--- src/design/assert_macros.svh ---
// Assertion macros used by the sound unit core.
`ifndef ASSERT_MACROS_SVH
`define ASSERT_MACROS_SVH

// Same-cycle implication, checked outside reset.
`define FCSU_ASSERT_IMPL(lbl, clk, rstn, ante, cons, msg) \
  lbl: assert property (@(posedge clk) disable iff (!rstn) (ante) |-> (cons)) \
    else $error(msg);

// Next-cycle implication, checked outside reset.
`define FCSU_ASSERT_NEXT(lbl, clk, rstn, ante, cons, msg) \
  lbl: assert property (@(posedge clk) disable iff (!rstn) (ante) |=> (cons)) \
    else $error(msg);

`endif

--- src/design/fcsu_pkg.sv ---
package fcsu_pkg;

  // Timing constants.
  localparam int unsigned CPU_FREQ     = 4194304;
  localparam int unsigned FRAME_CYCLES = 8192;
  localparam int unsigned WAVE_BYTES   = 16;
  localparam int unsigned MAX_TICK     = 64;

  // Derived widths.
  localparam int unsigned CYC_W   = $clog2(MAX_TICK + 1);
  localparam int unsigned ACC_W   = $clog2(CPU_FREQ + MAX_TICK * 65536) + 1;
  localparam int unsigned FCC_W   = $clog2(FRAME_CYCLES + MAX_TICK);
  localparam int unsigned WAVE_AW = $clog2(WAVE_BYTES);
  localparam int unsigned PCD_W   = 24;
  localparam int unsigned QDEPTH  = 2;
  localparam int unsigned QPTR_W  = $clog2(QDEPTH);
  localparam int unsigned QCNT_W  = $clog2(QDEPTH + 1);

  // Configuration registers.
  localparam int unsigned CFG_IDX_W = 1;
  localparam int unsigned CFG_DATA_W = 16;
  localparam logic [CFG_IDX_W-1:0] CFG_SAMPLE_RATE  = 1'd0;
  localparam logic [CFG_IDX_W-1:0] CFG_SAMPLE_SCALE = 1'd1;
  localparam logic [15:0] RATE_RESET  = 16'd48000;
  localparam logic [6:0]  SCALE_RESET = 7'd16;

  // Register addresses.
  localparam logic [7:0] A_NR10 = 8'h10;
  localparam logic [7:0] A_NR11 = 8'h11;
  localparam logic [7:0] A_NR12 = 8'h12;
  localparam logic [7:0] A_NR13 = 8'h13;
  localparam logic [7:0] A_NR14 = 8'h14;
  localparam logic [7:0] A_NR21 = 8'h16;
  localparam logic [7:0] A_NR22 = 8'h17;
  localparam logic [7:0] A_NR23 = 8'h18;
  localparam logic [7:0] A_NR24 = 8'h19;
  localparam logic [7:0] A_NR30 = 8'h1A;
  localparam logic [7:0] A_NR31 = 8'h1B;
  localparam logic [7:0] A_NR32 = 8'h1C;
  localparam logic [7:0] A_NR33 = 8'h1D;
  localparam logic [7:0] A_NR34 = 8'h1E;
  localparam logic [7:0] A_NR41 = 8'h20;
  localparam logic [7:0] A_NR42 = 8'h21;
  localparam logic [7:0] A_NR43 = 8'h22;
  localparam logic [7:0] A_NR44 = 8'h23;
  localparam logic [7:0] A_NR50 = 8'h24;
  localparam logic [7:0] A_NR51 = 8'h25;
  localparam logic [7:0] A_NR52 = 8'h26;

  typedef enum logic [1:0] {
    CMD_TICK  = 2'd0,
    CMD_WRITE = 2'd1,
    CMD_READ  = 2'd2,
    CMD_WAVE  = 2'd3
  } cmd_e;

  typedef enum logic [1:0] {
    OP_TICK,
    OP_WRITE,
    OP_READ,
    OP_WAVE
  } op_e;

  typedef struct packed {
    op_e              op;
    logic [7:0]       addr;
    logic [7:0]       data;
    logic [CYC_W-1:0] cyc;
  } q_item_t;

  typedef struct packed {
    logic                  we;
    logic [CFG_IDX_W-1:0]  index;
    logic [CFG_DATA_W-1:0] data;
  } cfg_wr_t;

  typedef struct packed {
    logic idle;
  } back_status_t;

  typedef struct packed {
    logic [3:0] init_vol;
    logic       add;
    logic [2:0] pace;
    logic [3:0] cur_vol;
    logic [2:0] count;
  } env_t;

  typedef struct packed {
    logic [2:0]  pace;
    logic        negate;
    logic [2:0]  shift;
    logic [10:0] shadow;
    logic [3:0]  count;
    logic        enabled;
  } sweep_t;

  typedef struct packed {
    logic [2:0] div;
    logic       narrow;
    logic [3:0] shift;
  } noise_t;

  // Square duty patterns, one bit per phase.
  function automatic logic duty_bit(input logic [1:0] sel, input logic [2:0] ph);
    logic [7:0] w;
    unique case (sel)
      2'd0: w = 8'b00000001;
      2'd1: w = 8'b00000011;
      2'd2: w = 8'b00001111;
      default: w = 8'b11111100;
    endcase
    return w[ph];
  endfunction

  // Wave output level as a right shift of the nibble.
  function automatic logic [2:0] level_shift(input logic [1:0] lvl);
    logic [2:0] s;
    unique case (lvl)
      2'd0: s = 3'd4;
      2'd1: s = 3'd0;
      2'd2: s = 3'd1;
      default: s = 3'd2;
    endcase
    return s;
  endfunction

endpackage

--- src/design/fcsu_if.sv ---
// Input item channel.
interface fcsu_item_if;
  logic       valid;
  logic       ready;
  logic [1:0] command;
  logic [7:0] reg_addr;
  logic [7:0] write_data;
  logic [6:0] tick_cycles;

  modport source (output valid, command, reg_addr, write_data, tick_cycles, input ready);
  modport sink (input valid, command, reg_addr, write_data, tick_cycles, output ready);
endinterface

// Result item channel.
interface fcsu_result_if;
  logic               valid;
  logic               ready;
  logic               is_sample;
  logic [7:0]         read_data;
  logic signed [15:0] left_sample;
  logic signed [15:0] right_sample;

  modport source (output valid, is_sample, read_data, left_sample, right_sample, input ready);
  modport sink (input valid, is_sample, read_data, left_sample, right_sample, output ready);
endinterface

--- src/design/four_channel_sound_unit_core.sv ---
// Four-voice sound unit: two square voices (the first with a frequency sweep), a 32-nibble
// wave voice and a noise voice behind byte registers. Items enter a two-entry queue and are
// carried out one at a time by the execution sequencer. A register write, wave store write or
// register read is done as the item is taken; a read reply lands in the output register. A tick
// runs the advance, mix, scale and emit states; advance repeats while any running voice has an
// expired timer (one reload per voice per cycle, up to 32 for the wave voice at its highest
// pitch, typically far fewer), and emit may wait for the output register to be taken.
// Configuration writes (sample rate, sample scale) take effect when registered, even mid-tick.
`include "assert_macros.svh"

module four_channel_sound_unit_core (
  input  logic                             clk_i,
  input  logic                             rst_ni,
  fcsu_item_if.sink                        item_i,
  fcsu_result_if.source                    result_o,
  input  logic                             cfg_we_i,
  input  logic [fcsu_pkg::CFG_IDX_W-1:0]   cfg_index_i,
  input  logic [fcsu_pkg::CFG_DATA_W-1:0]  cfg_wdata_i
);
  import fcsu_pkg::*;

  q_item_t      q_item;
  logic         q_valid, q_ready;
  cfg_wr_t      cfg;
  back_status_t st;

  assign cfg.we    = cfg_we_i;
  assign cfg.index = cfg_index_i;
  assign cfg.data  = cfg_wdata_i;

  // Front end: classification and queue.
  fcsu_front u_front (
    .clk_i     (clk_i),
    .rst_ni    (rst_ni),
    .item_i    (item_i),
    .q_item_o  (q_item),
    .q_valid_o (q_valid),
    .q_ready_i (q_ready)
  );

  // Back end: execution sequencer and output register.
  fcsu_back u_back (
    .clk_i     (clk_i),
    .rst_ni    (rst_ni),
    .q_item_i  (q_item),
    .q_valid_i (q_valid),
    .q_ready_o (q_ready),
    .cfg_i     (cfg),
    .result_o  (result_o),
    .status_o  (st)
  );

  `FCSU_ASSERT_IMPL(a_pop_idle, clk_i, rst_ni, q_valid && q_ready, st.idle, "queue popped while busy")
  `FCSU_ASSERT_NEXT(a_tick_busy, clk_i, rst_ni, q_valid && q_ready && (q_item.op == OP_TICK), !st.idle, "tick did not start")
  `FCSU_ASSERT_IMPL(a_sample_rd0, clk_i, rst_ni, result_o.valid && result_o.is_sample, result_o.read_data == 8'd0, "sample carries read data")
  `FCSU_ASSERT_IMPL(a_reply_zero, clk_i, rst_ni, result_o.valid && !result_o.is_sample, (result_o.left_sample == 16'sd0) && (result_o.right_sample == 16'sd0), "reply carries samples")

endmodule

--- src/design/fcsu_front.sv ---
module fcsu_front (
  input  logic              clk_i,
  input  logic              rst_ni,
  fcsu_item_if.sink         item_i,
  output fcsu_pkg::q_item_t q_item_o,
  output logic              q_valid_o,
  input  logic              q_ready_i
);
  import fcsu_pkg::*;

  q_item_t           fifo_q [QDEPTH];
  logic [QPTR_W-1:0] wptr_q, rptr_q;
  logic [QCNT_W-1:0] cnt_q;
  q_item_t           entry;
  logic              keep, push, pop;

  // Classify the incoming item and clamp the tick length.
  always_comb begin
    entry.addr = item_i.reg_addr;
    entry.data = item_i.write_data;
    entry.cyc  = (item_i.tick_cycles > 7'(MAX_TICK)) ? CYC_W'(MAX_TICK)
                                                     : CYC_W'(item_i.tick_cycles);
    unique case (cmd_e'(item_i.command))
      CMD_TICK:  entry.op = OP_TICK;
      CMD_WRITE: entry.op = OP_WRITE;
      CMD_READ:  entry.op = OP_READ;
      default:   entry.op = OP_WAVE;
    endcase
    // Wave writes beyond the store are dropped here.
    keep = !((entry.op == OP_WAVE) && (item_i.reg_addr >= 8'(WAVE_BYTES)));
  end

  assign item_i.ready = (cnt_q != QCNT_W'(QDEPTH));
  assign push         = item_i.valid && item_i.ready && keep;
  assign q_valid_o    = (cnt_q != '0);
  assign pop          = q_valid_o && q_ready_i;
  assign q_item_o     = fifo_q[rptr_q];

  // Payload storage of the queue.
  always_ff @(posedge clk_i) begin
    if (push) begin
      fifo_q[wptr_q] <= entry;
    end
  end

  // Queue pointers and fill count.
  always_ff @(posedge clk_i or negedge rst_ni) begin
    if (!rst_ni) begin
      wptr_q <= '0;
      rptr_q <= '0;
      cnt_q  <= '0;
    end else begin
      if (push) begin
        wptr_q <= wptr_q + QPTR_W'(1);
      end
      if (pop) begin
        rptr_q <= rptr_q + QPTR_W'(1);
      end
      if (push && !pop) begin
        cnt_q <= cnt_q + QCNT_W'(1);
      end else if (pop && !push) begin
        cnt_q <= cnt_q - QCNT_W'(1);
      end
    end
  end

endmodule

--- src/design/fcsu_back.sv ---
module fcsu_back (
  input  logic                   clk_i,
  input  logic                   rst_ni,
  input  fcsu_pkg::q_item_t      q_item_i,
  input  logic                   q_valid_i,
  output logic                   q_ready_o,
  input  fcsu_pkg::cfg_wr_t      cfg_i,
  fcsu_result_if.source          result_o,
  output fcsu_pkg::back_status_t status_o
);
  import fcsu_pkg::*;

  typedef enum logic [2:0] {
    ST_IDLE,
    ST_ADV,
    ST_MIX,
    ST_SCALE,
    ST_EMIT
  } state_e;

  state_e state_q;

  // Configuration.
  logic [15:0] rate_q;
  logic [6:0]  scale_q;

  // Unit state.
  logic             power_q;
  logic [7:0]       pan_q, mvol_q;
  logic [ACC_W-1:0] acc_q;
  logic [FCC_W-1:0] fcc_q;
  logic [2:0]       fstep_q;
  logic [3:0]       von_q, dac_q, lon_q;
  logic [7:0]       lload_q [4];
  logic [8:0]       lleft_q [4];
  logic [10:0]      tp_q [3];
  logic [PCD_W-1:0] pcd_q [4];
  logic [1:0]       duty_q [2];
  logic [2:0]       dph_q [2];
  env_t             env_q [3];
  sweep_t           swp_q;
  logic [WAVE_AW:0] wph_q;
  logic [1:0]       wlvl_q;
  logic [7:0]       wave_q [WAVE_BYTES];
  noise_t           noise_q;
  logic [14:0]      nsh_q;

  // Tick working registers.
  logic [CYC_W-1:0] cyc_q;
  logic             emit_q;
  logic [5:0]       lsum_q, rsum_q;
  logic [9:0]       lm_q, rm_q;

  // Output register.
  logic               out_valid_q;
  logic               out_is_sample_q;
  logic [7:0]         out_rdata_q;
  logic signed [15:0] out_left_q, out_right_q;

  logic             out_free;
  logic             sq_v;
  logic [1:0]       sq_idx;
  logic [10:0]      sq_tp_new;
  logic [10:0]      wv_tp_new;
  logic [11:0]      inv [3];
  logic [PCD_W-1:0] sq_per [2];
  logic [PCD_W-1:0] wv_per, nz_per, sq_trig_per;
  logic [7:0]       nz_base;
  logic [14:0]      nz_next;
  logic             nz_fb;
  logic [3:0]       due;
  logic             adv_busy;
  logic [3:0]       lvl [4];
  logic [7:0]       wbyte;
  logic [3:0]       wnib;
  logic [5:0]       lsum, rsum;
  logic [ACC_W-1:0] acc_sum, acc_sub;
  logic [FCC_W-1:0] fcc_sum;
  logic             fr_tick;
  logic [10:0]      sw_delta;
  logic [11:0]      sw_nf;
  logic [7:0]       rd_data;
  logic [15:0]      left_prod, right_prod;

  assign out_free          = !out_valid_q || result_o.ready;
  assign q_ready_o         = (state_q == ST_IDLE) && out_free;
  assign status_o.idle     = (state_q == ST_IDLE);
  assign result_o.valid        = out_valid_q;
  assign result_o.is_sample    = out_is_sample_q;
  assign result_o.read_data    = out_rdata_q;
  assign result_o.left_sample  = out_left_q;
  assign result_o.right_sample = out_right_q;

  // Timer periods, trigger values and the noise shift step.
  always_comb begin
    for (int v = 0; v < 3; v++) begin
      inv[v] = 12'd2048 - {1'b0, tp_q[v]};
    end
    sq_per[0] = PCD_W'({inv[0], 2'b00});
    sq_per[1] = PCD_W'({inv[1], 2'b00});
    wv_per    = PCD_W'({inv[2], 1'b0});
    nz_base   = (noise_q.div == 3'd0) ? 8'd8 : {1'b0, noise_q.div, 4'b0000};
    nz_per    = PCD_W'(nz_base) << noise_q.shift;
    nz_fb     = nsh_q[0] ^ nsh_q[1];
    nz_next   = {nz_fb, nsh_q[14:1]};
    if (noise_q.narrow) begin
      nz_next[6] = nz_fb;
    end
    sq_v        = (q_item_i.addr == A_NR24);
    sq_idx      = {1'b0, sq_v};
    sq_tp_new   = {q_item_i.data[2:0], tp_q[sq_idx][7:0]};
    sq_trig_per = PCD_W'({12'd2048 - {1'b0, sq_tp_new}, 2'b00});
    wv_tp_new   = {q_item_i.data[2:0], tp_q[2][7:0]};
    for (int v = 0; v < 4; v++) begin
      due[v] = von_q[v] && (pcd_q[v][PCD_W-1] || (pcd_q[v] == '0));
    end
    adv_busy = |due;
  end

  // Voice levels and the panned sums.
  always_comb begin
    lvl[0] = (von_q[0] && dac_q[0] && duty_bit(duty_q[0], dph_q[0])) ? env_q[0].cur_vol : 4'd0;
    lvl[1] = (von_q[1] && dac_q[1] && duty_bit(duty_q[1], dph_q[1])) ? env_q[1].cur_vol : 4'd0;
    wbyte  = wave_q[wph_q[WAVE_AW:1]];
    wnib   = wph_q[0] ? wbyte[3:0] : wbyte[7:4];
    lvl[2] = (von_q[2] && dac_q[2]) ? (wnib >> level_shift(wlvl_q)) : 4'd0;
    lvl[3] = (von_q[3] && dac_q[3] && !nsh_q[0]) ? env_q[2].cur_vol : 4'd0;
    lsum = '0;
    rsum = '0;
    for (int v = 0; v < 4; v++) begin
      if (pan_q[4 + v]) begin
        lsum = lsum + 6'(lvl[v]);
      end
      if (pan_q[v]) begin
        rsum = rsum + 6'(lvl[v]);
      end
    end
  end

  // Sample accumulator, frame counter, sweep arithmetic and output scaling.
  always_comb begin
    acc_sum    = acc_q + ACC_W'(cyc_q * rate_q);
    acc_sub    = acc_sum - ACC_W'(CPU_FREQ);
    fcc_sum    = fcc_q + FCC_W'(cyc_q);
    fr_tick    = power_q && (fcc_sum >= FCC_W'(FRAME_CYCLES));
    sw_delta   = swp_q.shadow >> swp_q.shift;
    sw_nf      = swp_q.negate ? ({1'b0, swp_q.shadow} - {1'b0, sw_delta})
                              : ({1'b0, swp_q.shadow} + {1'b0, sw_delta});
    left_prod  = 16'(lm_q * scale_q);
    right_prod = 16'(rm_q * scale_q);
  end

  // Register read mux with the fixed read masks.
  always_comb begin
    unique case (q_item_i.addr)
      A_NR52: rd_data = {power_q, 3'b111, von_q};
      A_NR51: rd_data = pan_q;
      A_NR50: rd_data = mvol_q;
      A_NR10: rd_data = {1'b1, swp_q.pace, swp_q.negate, swp_q.shift};
      A_NR11: rd_data = {duty_q[0], 6'h3F};
      A_NR21: rd_data = {duty_q[1], 6'h3F};
      A_NR12: rd_data = {env_q[0].init_vol, env_q[0].add, env_q[0].pace};
      A_NR22: rd_data = {env_q[1].init_vol, env_q[1].add, env_q[1].pace};
      A_NR42: rd_data = {env_q[2].init_vol, env_q[2].add, env_q[2].pace};
      A_NR14: rd_data = 8'hBF | {1'b0, lon_q[0], 6'd0};
      A_NR24: rd_data = 8'hBF | {1'b0, lon_q[1], 6'd0};
      A_NR34: rd_data = 8'hBF | {1'b0, lon_q[2], 6'd0};
      A_NR44: rd_data = 8'hBF | {1'b0, lon_q[3], 6'd0};
      A_NR30: rd_data = {dac_q[2], 7'h7F};
      A_NR32: rd_data = {1'b1, wlvl_q, 5'h1F};
      A_NR43: rd_data = {noise_q.shift, noise_q.narrow, noise_q.div};
      default: rd_data = 8'hFF;
    endcase
  end

  // Sequencer, unit state and output register.
  always_ff @(posedge clk_i or negedge rst_ni) begin
    if (!rst_ni) begin
      state_q  <= ST_IDLE;
      rate_q   <= RATE_RESET;
      scale_q  <= SCALE_RESET;
      power_q  <= 1'b0;
      pan_q    <= '0;
      mvol_q   <= '0;
      acc_q    <= '0;
      fcc_q    <= '0;
      fstep_q  <= '0;
      von_q    <= '0;
      dac_q    <= '0;
      lon_q    <= '0;
      for (int v = 0; v < 4; v++) begin
        lload_q[v] <= '0;
        lleft_q[v] <= '0;
        pcd_q[v]   <= '0;
      end
      for (int v = 0; v < 3; v++) begin
        tp_q[v]  <= '0;
        env_q[v] <= '0;
      end
      for (int v = 0; v < 2; v++) begin
        duty_q[v] <= '0;
        dph_q[v]  <= '0;
      end
      swp_q   <= '0;
      wph_q   <= '0;
      wlvl_q  <= '0;
      for (int i = 0; i < WAVE_BYTES; i++) begin
        wave_q[i] <= '0;
      end
      noise_q <= '0;
      nsh_q   <= '0;
      cyc_q   <= '0;
      emit_q  <= 1'b0;
      lsum_q  <= '0;
      rsum_q  <= '0;
      lm_q    <= '0;
      rm_q    <= '0;
      out_valid_q     <= 1'b0;
      out_is_sample_q <= 1'b0;
      out_rdata_q     <= '0;
      out_left_q      <= '0;
      out_right_q     <= '0;
    end else begin
      // Configuration writes.
      if (cfg_i.we) begin
        unique case (cfg_i.index)
          CFG_SAMPLE_RATE: rate_q  <= cfg_i.data;
          default:         scale_q <= cfg_i.data[6:0];
        endcase
      end

      // A taken result frees the output register.
      if (out_valid_q && result_o.ready) begin
        out_valid_q <= 1'b0;
      end

      unique case (state_q)
        ST_IDLE: begin
          if (q_valid_i && q_ready_o) begin
            unique case (q_item_i.op)
              OP_TICK: begin
                // Count every running timer down by the tick length.
                cyc_q <= q_item_i.cyc;
                for (int v = 0; v < 4; v++) begin
                  if (von_q[v]) begin
                    pcd_q[v] <= pcd_q[v] - PCD_W'(q_item_i.cyc);
                  end
                end
                state_q <= ST_ADV;
              end
              OP_READ: begin
                out_valid_q     <= 1'b1;
                out_is_sample_q <= 1'b0;
                out_rdata_q     <= rd_data;
                out_left_q      <= '0;
                out_right_q     <= '0;
              end
              OP_WAVE: begin
                wave_q[q_item_i.addr[WAVE_AW-1:0]] <= q_item_i.data;
              end
              default: begin
                unique case (q_item_i.addr)
                  A_NR52: begin
                    if (q_item_i.data[7]) begin
                      power_q <= 1'b1;
                    end else begin
                      // Power off clears all voice state but the wave store.
                      power_q <= 1'b0;
                      von_q   <= '0;
                      dac_q   <= '0;
                      lon_q   <= '0;
                      for (int v = 0; v < 4; v++) begin
                        lload_q[v] <= '0;
                        lleft_q[v] <= '0;
                        pcd_q[v]   <= '0;
                      end
                      for (int v = 0; v < 3; v++) begin
                        tp_q[v]  <= '0;
                        env_q[v] <= '0;
                      end
                      for (int v = 0; v < 2; v++) begin
                        duty_q[v] <= '0;
                        dph_q[v]  <= '0;
                      end
                      swp_q   <= '0;
                      noise_q <= '0;
                      wph_q   <= '0;
                      wlvl_q  <= '0;
                      nsh_q   <= '0;
                    end
                  end
                  A_NR51: pan_q  <= q_item_i.data;
                  A_NR50: mvol_q <= q_item_i.data;
                  A_NR10: begin
                    swp_q.pace   <= q_item_i.data[6:4];
                    swp_q.negate <= q_item_i.data[3];
                    swp_q.shift  <= q_item_i.data[2:0];
                  end
                  A_NR11: begin
                    duty_q[0]  <= q_item_i.data[7:6];
                    lload_q[0] <= {2'b00, q_item_i.data[5:0]};
                  end
                  A_NR21: begin
                    duty_q[1]  <= q_item_i.data[7:6];
                    lload_q[1] <= {2'b00, q_item_i.data[5:0]};
                  end
                  A_NR12: begin
                    env_q[0].init_vol <= q_item_i.data[7:4];
                    env_q[0].add      <= q_item_i.data[3];
                    env_q[0].pace     <= q_item_i.data[2:0];
                    dac_q[0]          <= (q_item_i.data[7:3] != 5'd0);
                    if (q_item_i.data[7:3] == 5'd0) begin
                      von_q[0] <= 1'b0;
                    end
                  end
                  A_NR22: begin
                    env_q[1].init_vol <= q_item_i.data[7:4];
                    env_q[1].add      <= q_item_i.data[3];
                    env_q[1].pace     <= q_item_i.data[2:0];
                    dac_q[1]          <= (q_item_i.data[7:3] != 5'd0);
                    if (q_item_i.data[7:3] == 5'd0) begin
                      von_q[1] <= 1'b0;
                    end
                  end
                  A_NR42: begin
                    env_q[2].init_vol <= q_item_i.data[7:4];
                    env_q[2].add      <= q_item_i.data[3];
                    env_q[2].pace     <= q_item_i.data[2:0];
                    dac_q[3]          <= (q_item_i.data[7:3] != 5'd0);
                    if (q_item_i.data[7:3] == 5'd0) begin
                      von_q[3] <= 1'b0;
                    end
                  end
                  A_NR13: tp_q[0][7:0] <= q_item_i.data;
                  A_NR23: tp_q[1][7:0] <= q_item_i.data;
                  A_NR33: tp_q[2][7:0] <= q_item_i.data;
                  A_NR14, A_NR24: begin
                    tp_q[sq_idx] <= sq_tp_new;
                    lon_q[sq_idx] <= q_item_i.data[6];
                    if (q_item_i.data[7]) begin
                      // Square trigger.
                      pcd_q[sq_idx] <= sq_trig_per;
                      if (dac_q[sq_idx]) begin
                        von_q[sq_idx] <= 1'b1;
                      end
                      env_q[sq_idx].cur_vol <= env_q[sq_idx].init_vol;
                      env_q[sq_idx].count   <= env_q[sq_idx].pace;
                      if (lleft_q[sq_idx] == 9'd0) begin
                        lleft_q[sq_idx] <= 9'd64 - {1'b0, lload_q[sq_idx]};
                      end
                      if (!sq_v) begin
                        swp_q.shadow  <= sq_tp_new;
                        swp_q.count   <= (swp_q.pace == 3'd0) ? 4'd8 : {1'b0, swp_q.pace};
                        swp_q.enabled <= (swp_q.pace != 3'd0) || (swp_q.shift != 3'd0);
                      end
                    end
                  end
                  A_NR30: begin
                    dac_q[2] <= q_item_i.data[7];
                    if (!q_item_i.data[7]) begin
                      von_q[2] <= 1'b0;
                    end
                  end
                  A_NR31: lload_q[2] <= q_item_i.data;
                  A_NR32: wlvl_q <= q_item_i.data[6:5];
                  A_NR34: begin
                    tp_q[2]  <= wv_tp_new;
                    lon_q[2] <= q_item_i.data[6];
                    if (q_item_i.data[7]) begin
                      // Wave trigger.
                      pcd_q[2] <= PCD_W'({12'd2048 - {1'b0, wv_tp_new}, 1'b0});
                      wph_q    <= '0;
                      if (dac_q[2]) begin
                        von_q[2] <= 1'b1;
                      end
                      if (lleft_q[2] == 9'd0) begin
                        lleft_q[2] <= 9'd256 - {1'b0, lload_q[2]};
                      end
                    end
                  end
                  A_NR41: lload_q[3] <= {2'b00, q_item_i.data[5:0]};
                  A_NR43: begin
                    noise_q.div    <= q_item_i.data[2:0];
                    noise_q.narrow <= q_item_i.data[3];
                    noise_q.shift  <= q_item_i.data[7:4];
                  end
                  A_NR44: begin
                    lon_q[3] <= q_item_i.data[6];
                    if (q_item_i.data[7]) begin
                      // Noise trigger.
                      if (dac_q[3]) begin
                        von_q[3] <= 1'b1;
                      end
                      env_q[2].cur_vol <= env_q[2].init_vol;
                      env_q[2].count   <= env_q[2].pace;
                      if (lleft_q[3] == 9'd0) begin
                        lleft_q[3] <= 9'd64 - {1'b0, lload_q[3]};
                      end
                      nsh_q    <= 15'h7FFF;
                      pcd_q[3] <= nz_per;
                    end
                  end
                  default: begin
                  end
                endcase
              end
            endcase
          end
        end

        ST_ADV: begin
          // One reload of every expired timer per cycle.
          for (int v = 0; v < 2; v++) begin
            if (due[v]) begin
              pcd_q[v] <= pcd_q[v] + sq_per[v];
              dph_q[v] <= dph_q[v] + 3'd1;
            end
          end
          if (due[2]) begin
            pcd_q[2] <= pcd_q[2] + wv_per;
            wph_q    <= wph_q + (WAVE_AW + 1)'(1);
          end
          if (due[3]) begin
            pcd_q[3] <= pcd_q[3] + nz_per;
            nsh_q    <= nz_next;
          end
          if (!adv_busy) begin
            state_q <= ST_MIX;
          end
        end

        ST_MIX: begin
          // Accumulate the sample clock and latch the panned sums.
          if (acc_sum >= ACC_W'(CPU_FREQ)) begin
            emit_q <= 1'b1;
            acc_q  <= (acc_sub >= ACC_W'(CPU_FREQ)) ? ACC_W'(CPU_FREQ - 1) : acc_sub;
          end else begin
            emit_q <= 1'b0;
            acc_q  <= acc_sum;
          end
          lsum_q  <= lsum;
          rsum_q  <= rsum;
          state_q <= ST_SCALE;
        end

        ST_SCALE: begin
          lm_q    <= 10'(lsum_q * ({1'b0, mvol_q[6:4]} + 4'd1));
          rm_q    <= 10'(rsum_q * ({1'b0, mvol_q[2:0]} + 4'd1));
          state_q <= ST_EMIT;
        end

        default: begin
          if (!emit_q || out_free) begin
            if (emit_q) begin
              out_valid_q     <= 1'b1;
              out_is_sample_q <= 1'b1;
              out_rdata_q     <= '0;
              out_left_q      <= signed'(left_prod);
              out_right_q     <= signed'(right_prod);
            end
            // Frame sequencer.
            if (power_q) begin
              if (fr_tick) begin
                fcc_q   <= fcc_sum - FCC_W'(FRAME_CYCLES);
                fstep_q <= fstep_q + 3'd1;
                if (!fstep_q[0]) begin
                  for (int v = 0; v < 4; v++) begin
                    if (lon_q[v] && (lleft_q[v] != 9'd0)) begin
                      lleft_q[v] <= lleft_q[v] - 9'd1;
                      if (lleft_q[v] == 9'd1) begin
                        von_q[v] <= 1'b0;
                      end
                    end
                  end
                end
                if (fstep_q[1:0] == 2'd2) begin
                  if (swp_q.count > 4'd1) begin
                    swp_q.count <= swp_q.count - 4'd1;
                  end else begin
                    swp_q.count <= (swp_q.pace == 3'd0) ? 4'd8 : {1'b0, swp_q.pace};
                    if (swp_q.enabled && (swp_q.pace != 3'd0)) begin
                      if (sw_nf[11]) begin
                        von_q[0]      <= 1'b0;
                        swp_q.enabled <= 1'b0;
                      end else begin
                        swp_q.shadow <= sw_nf[10:0];
                        tp_q[0]      <= sw_nf[10:0];
                      end
                    end
                  end
                end
                if (fstep_q == 3'd7) begin
                  for (int i = 0; i < 3; i++) begin
                    if (env_q[i].pace != 3'd0) begin
                      if (env_q[i].count > 3'd1) begin
                        env_q[i].count <= env_q[i].count - 3'd1;
                      end else begin
                        env_q[i].count <= env_q[i].pace;
                        if (env_q[i].add && (env_q[i].cur_vol != 4'd15)) begin
                          env_q[i].cur_vol <= env_q[i].cur_vol + 4'd1;
                        end else if (!env_q[i].add && (env_q[i].cur_vol != 4'd0)) begin
                          env_q[i].cur_vol <= env_q[i].cur_vol - 4'd1;
                        end
                      end
                    end
                  end
                end
              end else begin
                fcc_q <= fcc_sum;
              end
            end
            state_q <= ST_IDLE;
          end
        end
      endcase
    end
  end

endmodule
--- src/flat_wrapper.sv ---
// flat-port wrapper written by rule: the top's interface ports become plain ports
module four_channel_sound_unit_core_flat import fcsu_pkg::*;
  (clk_i, rst_ni, cfg_we_i, cfg_index_i, cfg_wdata_i, item_i_valid, item_i_command, item_i_reg_addr, item_i_write_data, item_i_tick_cycles, item_i_ready, result_o_valid, result_o_is_sample, result_o_read_data, result_o_left_sample, result_o_right_sample, result_o_ready);
  fcsu_item_if item_i_i ();
  fcsu_result_if result_o_i ();
  input  logic clk_i;
  input  logic rst_ni;
  input  logic cfg_we_i;
  input  logic [fcsu_pkg::CFG_IDX_W-1:0] cfg_index_i;
  input  logic [fcsu_pkg::CFG_DATA_W-1:0] cfg_wdata_i;
  input wire logic [$bits(item_i_i.valid)-1:0] item_i_valid;
  input wire logic [$bits(item_i_i.command)-1:0] item_i_command;
  input wire logic [$bits(item_i_i.reg_addr)-1:0] item_i_reg_addr;
  input wire logic [$bits(item_i_i.write_data)-1:0] item_i_write_data;
  input wire logic [$bits(item_i_i.tick_cycles)-1:0] item_i_tick_cycles;
  output wire logic [$bits(item_i_i.ready)-1:0] item_i_ready;
  output wire logic [$bits(result_o_i.valid)-1:0] result_o_valid;
  output wire logic [$bits(result_o_i.is_sample)-1:0] result_o_is_sample;
  output wire logic [$bits(result_o_i.read_data)-1:0] result_o_read_data;
  output wire logic [$bits(result_o_i.left_sample)-1:0] result_o_left_sample;
  output wire logic [$bits(result_o_i.right_sample)-1:0] result_o_right_sample;
  input wire logic [$bits(result_o_i.ready)-1:0] result_o_ready;
  assign item_i_i.valid = item_i_valid;
  assign item_i_i.command = item_i_command;
  assign item_i_i.reg_addr = item_i_reg_addr;
  assign item_i_i.write_data = item_i_write_data;
  assign item_i_i.tick_cycles = item_i_tick_cycles;
  assign item_i_ready = item_i_i.ready;
  assign result_o_valid = result_o_i.valid;
  assign result_o_is_sample = result_o_i.is_sample;
  assign result_o_read_data = result_o_i.read_data;
  assign result_o_left_sample = result_o_i.left_sample;
  assign result_o_right_sample = result_o_i.right_sample;
  assign result_o_i.ready = result_o_ready;
  four_channel_sound_unit_core u_core (.clk_i(clk_i), .rst_ni(rst_ni), .item_i(item_i_i), .result_o(result_o_i), .cfg_we_i(cfg_we_i), .cfg_index_i(cfg_index_i), .cfg_wdata_i(cfg_wdata_i));
endmodule
--- config.mk ---
export PLATFORM = sky130hd
export DESIGN_NAME = four_channel_sound_unit_core_flat
export DESIGN_NICKNAME = d
export VERILOG_FILES = /design/src/design/fcsu_pkg.sv /design/src/design/fcsu_if.sv /design/src/design/four_channel_sound_unit_core.sv /design/src/design/fcsu_front.sv /design/src/design/fcsu_back.sv /design/src/flat_wrapper.sv
export VERILOG_INCLUDE_DIRS = /design/src /design/src/design
export SDC_FILE = /design/constraint.sdc
export NUM_CORES = 2
export LEC_CHECK = 0
export ABC_AREA = 0
export BUFFER_PORTS_ARGS = -buffer_cell sky130_fd_sc_hd__buf_2
export CAP_MARGIN = 10
export CORE_UTILIZATION = 64
export CTS_BUF_LIST = sky130_fd_sc_hd__clkbuf_8
export DETAILED_ROUTE_END_ITERATION = 8
export PLACE_DENSITY = 0.84
export SLEW_MARGIN = 20
export SYNTH_ARGS = -nofsm -noshare
export SYNTH_HDL_FRONTEND = slang
export SYNTH_SLANG_ARGS = --single-unit
export TNS_END_PERCENT = 10
--- constraint.sdc ---
create_clock -name clk_i -period 7.8 [get_ports clk_i]
set_clock_uncertainty 0.1 [all_clocks]
set_input_delay 1.56 -clock clk_i [delete_from_list [all_inputs] [get_ports clk_i]]
set_output_delay 1.56 -clock clk_i [all_outputs]
set_load 0.05 [all_outputs]
Word level (Yosys, flattened, before mapping). Memory sizes are Yosys's and may differ from the RTL's. Index checks and enable logic that the tools add are counted.

$mul: 5. Shift-type cells: 3. Eq/ne operators: 101. Order comparisons: 18. Reductions and logical operators: 186. Add/subtract/negate cells: 52. Bitwise logic cells: 9. Multiplexer cells: 287.

Operators by type and width (count): $pmux 96 s2 (2); $mux 36 (9); $mux 24 (13); $mux 96 (3); $mux 16 (14); $pmux 8 s3 (8); $pmux 24 s3 (2); $mux 7 (19); $bwmux 128 (1); $pmux 16 s2 (4); $pmux 8 s16 (1); $eq 8x5->1 const B (14); $mux 4 (27); $mux 15 (7); $mux 33 (3); $mux 9 (11); $bwmux 96 (1); $logic_not 24->1 (4); $mux 8 (12); $pmux 48 s2 (1); $pmux 8 s2 (6); $sub 24x7->24 (4); $bwmux 45 (2); $mux 45 (2); 131 further kinds (491).

Register bits after elaboration: 615. Bits in writable memories: 50. Bits of input ports: 47. Memories kept: 1.

Memory list: u_core.u_front.fifo_q (depth 2, width 25, rd ports 1, clocked after memory_dff 0, wr ports 1, line fcsu_front.sv:11) `q_item_t fifo_q [QDEPTH];`.

Longest topological paths before layout. An unclocked memory read counts as a cell.

Depth in word-level cells: 14. Gate-level depth with buffers: 30. Mapped depth without buffers: 28.

Hierarchy. From an unflattened synthesis, not the netlist that was laid out.

Cell total of the unflattened synthesis: 5493. Area, all modules: 50404.6 um^2.

By module, submodules not included: fcsu_back (cells an instance 5385, times used 1, area an instance 48307.6 um^2); fcsu_front (cells an instance 108, times used 1, area an instance 2097.0 um^2).

Worst setup path before layout. No wires, ideal clock.

Kind: reg2reg. Start point: register u_core.u_back.cyc_q[6]. End point: register u_core.u_back.acc_q[13]. Path buffers: 2. Slack: 0.894 ns. Arrival: 6.719 ns. Cell stages (with the launch flop): 29. Clock period less this slack: 6.906 ns. Cell sequence: dfrtp_1 > clkbuf_1 > nand2_1 > fa_1 > fa_1 > inv_1 > fa_1 > inv_1 > fa_1 > inv_1 > ha_1 > or2_2 > a31oi_1 > a2bb2oi_1 > o211ai_1 > a31o_2 > a21oi_1 > xnor2_1 > ha_1 > nor4bb_1 > nand2_1 > nor4_1 > nand4_1 > nor3_1 > nand4_1 > o31ai_2 > nand3_1 > clkbuf_1 > o211ai_1.

Cells in the longest elaborated chain, start to end: 6. Elaborated cells between the ends (all ways): 7.

Ends and longest elaborated chain: start: declaration (line fcsu_back.sv:49) `logic [CYC_W-1:0] cyc_q;`; start signal: assignment (line fcsu_back.sv:243) `cyc_q <= q_item_i.cyc;`; $mul 7x16->23 (*) (line fcsu_back.sv:142) `acc_sum = acc_q + ACC_W'(cyc_q * rate_q);`; $add 24x23->24 (*) (line fcsu_back.sv:142); $sub 24x23->24 (line fcsu_back.sv:143) `acc_sub = acc_sum - ACC_W'(CPU_FREQ);`; $ge 24x23->1 (line fcsu_back.sv:436) `acc_q <= (acc_sub >= ACC_W'(CPU_FREQ)) ? ACC_W'(CPU_FREQ - 1) : acc_sub;`; $mux 24 (line fcsu_back.sv:436); $mux 24 (*) (line fcsu_back.sv:434) `if (acc_sum >= ACC_W'(CPU_FREQ)) begin`; end signal: assignment (line fcsu_back.sv:436); end signal: assignment (line fcsu_back.sv:439) `acc_q <= acc_sum;`; end: declaration (line fcsu_back.sv:30) `logic [ACC_W-1:0] acc_q;`.

Mark *: on every way between the ends. The rest lies on a longest branch, timed or not. A chain may end at the register's enable or synchronous reset.

Worst setup path after layout.
Start point: register u_core.u_back.cyc_q[3]. End point: register u_core.u_back.acc_q[14].

The elaborated chain is that of the path after synthesis.

==> impl_metrics.toml <==
[synth]
synth-seq-cells = 659
ys_seq_area_frac = 0.340
synth_ff_type = "dfrtp_1"
synth_edf_count = 50
yosys_warnings = 0
postSynthCellCount = 5471
syn_nets = 6029
synth_area_um2 = 49300
ys_types = 107
async_flop_share = 0.924
syn_area_per_cell_um2 = 9.01

[final_layout]
final-instance-count-excl-fill = 6602
nets = 6032
seq_area_um2 = 16800
fill_cells = 5689
final_cell_mix = "nand2_1 (693), dfrtp_1 (599), o21ai_0 (480)"
multi_input_area_um2 = 30300
final_common_cell = "nand2_1"
finalInstanceArea_um2 = 53100
fin_util = 0.698
area_growth_pct = 7.73
layout-drive-gt1-share = 0.102

[place]
gp_congestion = 1.03
hpwl_mm = 98.2
dp.cells = 6388
dpl_cell_area_um2 = 50600
io_buffers = 89

[clocking]
clockBufferDepth = 3
htreeDepth = 3
numClockSinks = 659
numCtsBuffers = 113
insertion_delay_ps = 790
cts-root-buf = "clkbuf_8"
cts_tree = "yes"
holdBufCountCts = 0
clk_pin_slew_ps = 60

[floorplan]
die_h_um = 280
core_area_um2 = 76100
die_x_um = 280
rows = 101
start_util = 0.648
io_pins = 90
dieArea_um2 = 78100

[timing]
fmax_mhz = 134
finalMaxSlewViolations = 0
fin_crit_sh = 0.955
tightest_slew_ps = 1200
min_period_ps = 7450
setup_viol = 0
slew_headroom = 0.197
final_hold_viol_count = 0

[worst_setup_path]
critPathMaxStageDelay_ps = 570
cp-start-kind = "flip-flop"
crit_path_max_fanout = 21
crit_family = "adder cells"
crit_required_ps = 8320
crit_start = "u_core.u_back.cyc_q[3]"
crit_arrival_ps = 7970
crit_slowest_cell = "fa_1"
path_class = "reg -> reg"
r2r_start = "u_core.u_back.cyc_q[3]"
crit_path_frequent_cell = "fa_1"
critical_path_buf_inv_count = 5
cp-end-kind = "flip-flop"
rrSetupSlack_ps = 350

[power]
internal_power_w = 0.0118
leakagePower_nw = 24.9
comb_power_share = 0.627
pwr-share-clk = 0.145
switching_power_w = 0.0117
seqPwrFrac = 0.228
switching_share = 0.499
p_per_area_nw_per_um2 = 441
ir_drop_mv = 0.689

[drt]
first_iter_violations = 5378
first_pass_iters = 9
ant_nets = 0
wire_per_inst_um = 21.1
viasPerCell = 6.51
vias = 42900
drc = 0
drt-total-wl_mm = 139

[worst_hold_path]
min_from = "u_core.u_back.fcc_q[12]"
hold_path_class = "reg -> reg"

[global_route]
grt_start_max_net_pins = 165
grt_use_total = 0.357
grt_pass1_wl_mm = 222
grt_pass1_vias = 41800
grt_antenna_before_repair = 4
grt-ovfl-total = 0

[job]
drv_cap = 0

[status]
status = "completed"
[flip-flops by register name, summed over array words and instances, names as in the netlist, 23 cells and up, named ones only]
register	cells
u_core.u_back.acc_q	24
u_core.u_back.env_q	45
u_core.u_back.lleft_q	36
u_core.u_back.lload_q	26
u_core.u_back.pcd_q	96
u_core.u_back.swp_q	23
u_core.u_back.tp_q	33
u_core.u_back.wave_q	128
u_core.u_front.fifo_q	50
[worst register-to-register path, delay by kind of cell, from the launching register on]
kind | cells | cell delay [ps]
compound gates | 9 | 1910
xor+xnor | 1 | 230
fa+ha+maj | 6 | 2680
buf+inv | 5 | 630
flops | 1 | 470
simple gates | 8 | 1270
[synth_stat cells, types with 38 or more instances]
cell | number | area, um^2
edfxtp_1 | 50 | 1500
a22o_1 | 78 | 683
nor4_1 | 51 | 319
xor2_1 | 96 | 841
fa_1 | 201 | 4020
and3_1 | 40 | 250
inv_1 | 365 | 1370
a21oi_1 | 356 | 1780
mux2_2 | 83 | 935
nor3_1 | 121 | 606
o22ai_1 | 38 | 238
a31oi_1 | 47 | 294
nand2_1 | 695 | 2610
o21ai_0 | 481 | 2410
and2_1 | 144 | 901
mux2i_1 | 57 | 571
nor2b_1 | 52 | 325
nor2_1 | 380 | 1430
o31ai_1 | 45 | 338
mux4_2 | 48 | 1080
clkbuf_1 | 214 | 803
a21o_1 | 75 | 563
dfrtp_1 | 601 | 15000
xnor2_1 | 146 | 1280
ha_1 | 310 | 3880
nand3_1 | 115 | 576
[worst paths after layout]
kind                                                                 to  cells past startpoint
max in group asynchronous                       u_core.u_back.pcd_q[41]                      2
worst min-delay path                            u_core.u_back.fcc_q[12]                      1
worst max-delay path                            u_core.u_back.acc_q[14]                     29
worst max register to register                  u_core.u_back.acc_q[14]                     29
worst min register to register                  u_core.u_back.fcc_q[12]                      1
min in group asynchronous       u_core.u_back.result_o.right_sample[15]                      1
[per-stage QoR]
step	hold slack [ps]	setup TNS [ps]	worst slack, ps	power, W
finish	370	0	350	0.0234
global route	397	-366	-45.9	0.0253
CTS	374	0	183	0.0229
detailed placement	362	0	267	0.0194
global placement	351	0	482	0.0189
floorplan	338	0	894	0.0158
[area by class of cell]
class,instances,share of cell area
multi-input cells,4180,0.570
repair buffers,155,0.0186
clock inverters,77,0.0111
well taps,1030,0.0243
clock buffers,133,0.0345
inverters,365,0.0258
diodes,3,0.000141
flip-flops and latches,659,0.315
[metal layers]
metal | vias to the layer above | GRT usage | share of wire
met3 | 610 | 0.0917 | 0.11
met2 | 2414 | 0.553 | 0.45
met4 | 2 | 0.186 | 0.060
met1 | 20600 | 0.464 | 0.39
li1 | 19300 | - | -
met5 | - | 0 | 0.000093
[power groups by stage]
stage / clock network [W] / registers (W) / logic (W)
floorplan: 0 / 0.00502 / 0.0108
global placement: 0 / 0.00530 / 0.0136
detailed placement: 0 / 0.00535 / 0.0140
CTS: 0.00342 / 0.00530 / 0.0142
global route: 0.00356 / 0.00545 / 0.0163
finish: 0.00340 / 0.00534 / 0.0147
[repair_timing]
action | 4_1_cts | 5_1_grt
gates resized for setup | 0 | 4
endpoints found under the setup margin | 0 | 25
setup buffers | 0 | 1
[cells by family after synthesis]
group,share of synthesized area
xor+xnor,0.0433
fa+ha+maj,0.160
mux,0.0525
buf+inv,0.0501
simple gates,0.170
flops,0.340
compound gates,0.184
Note: power is estimated with default switching activity, not from simulation.
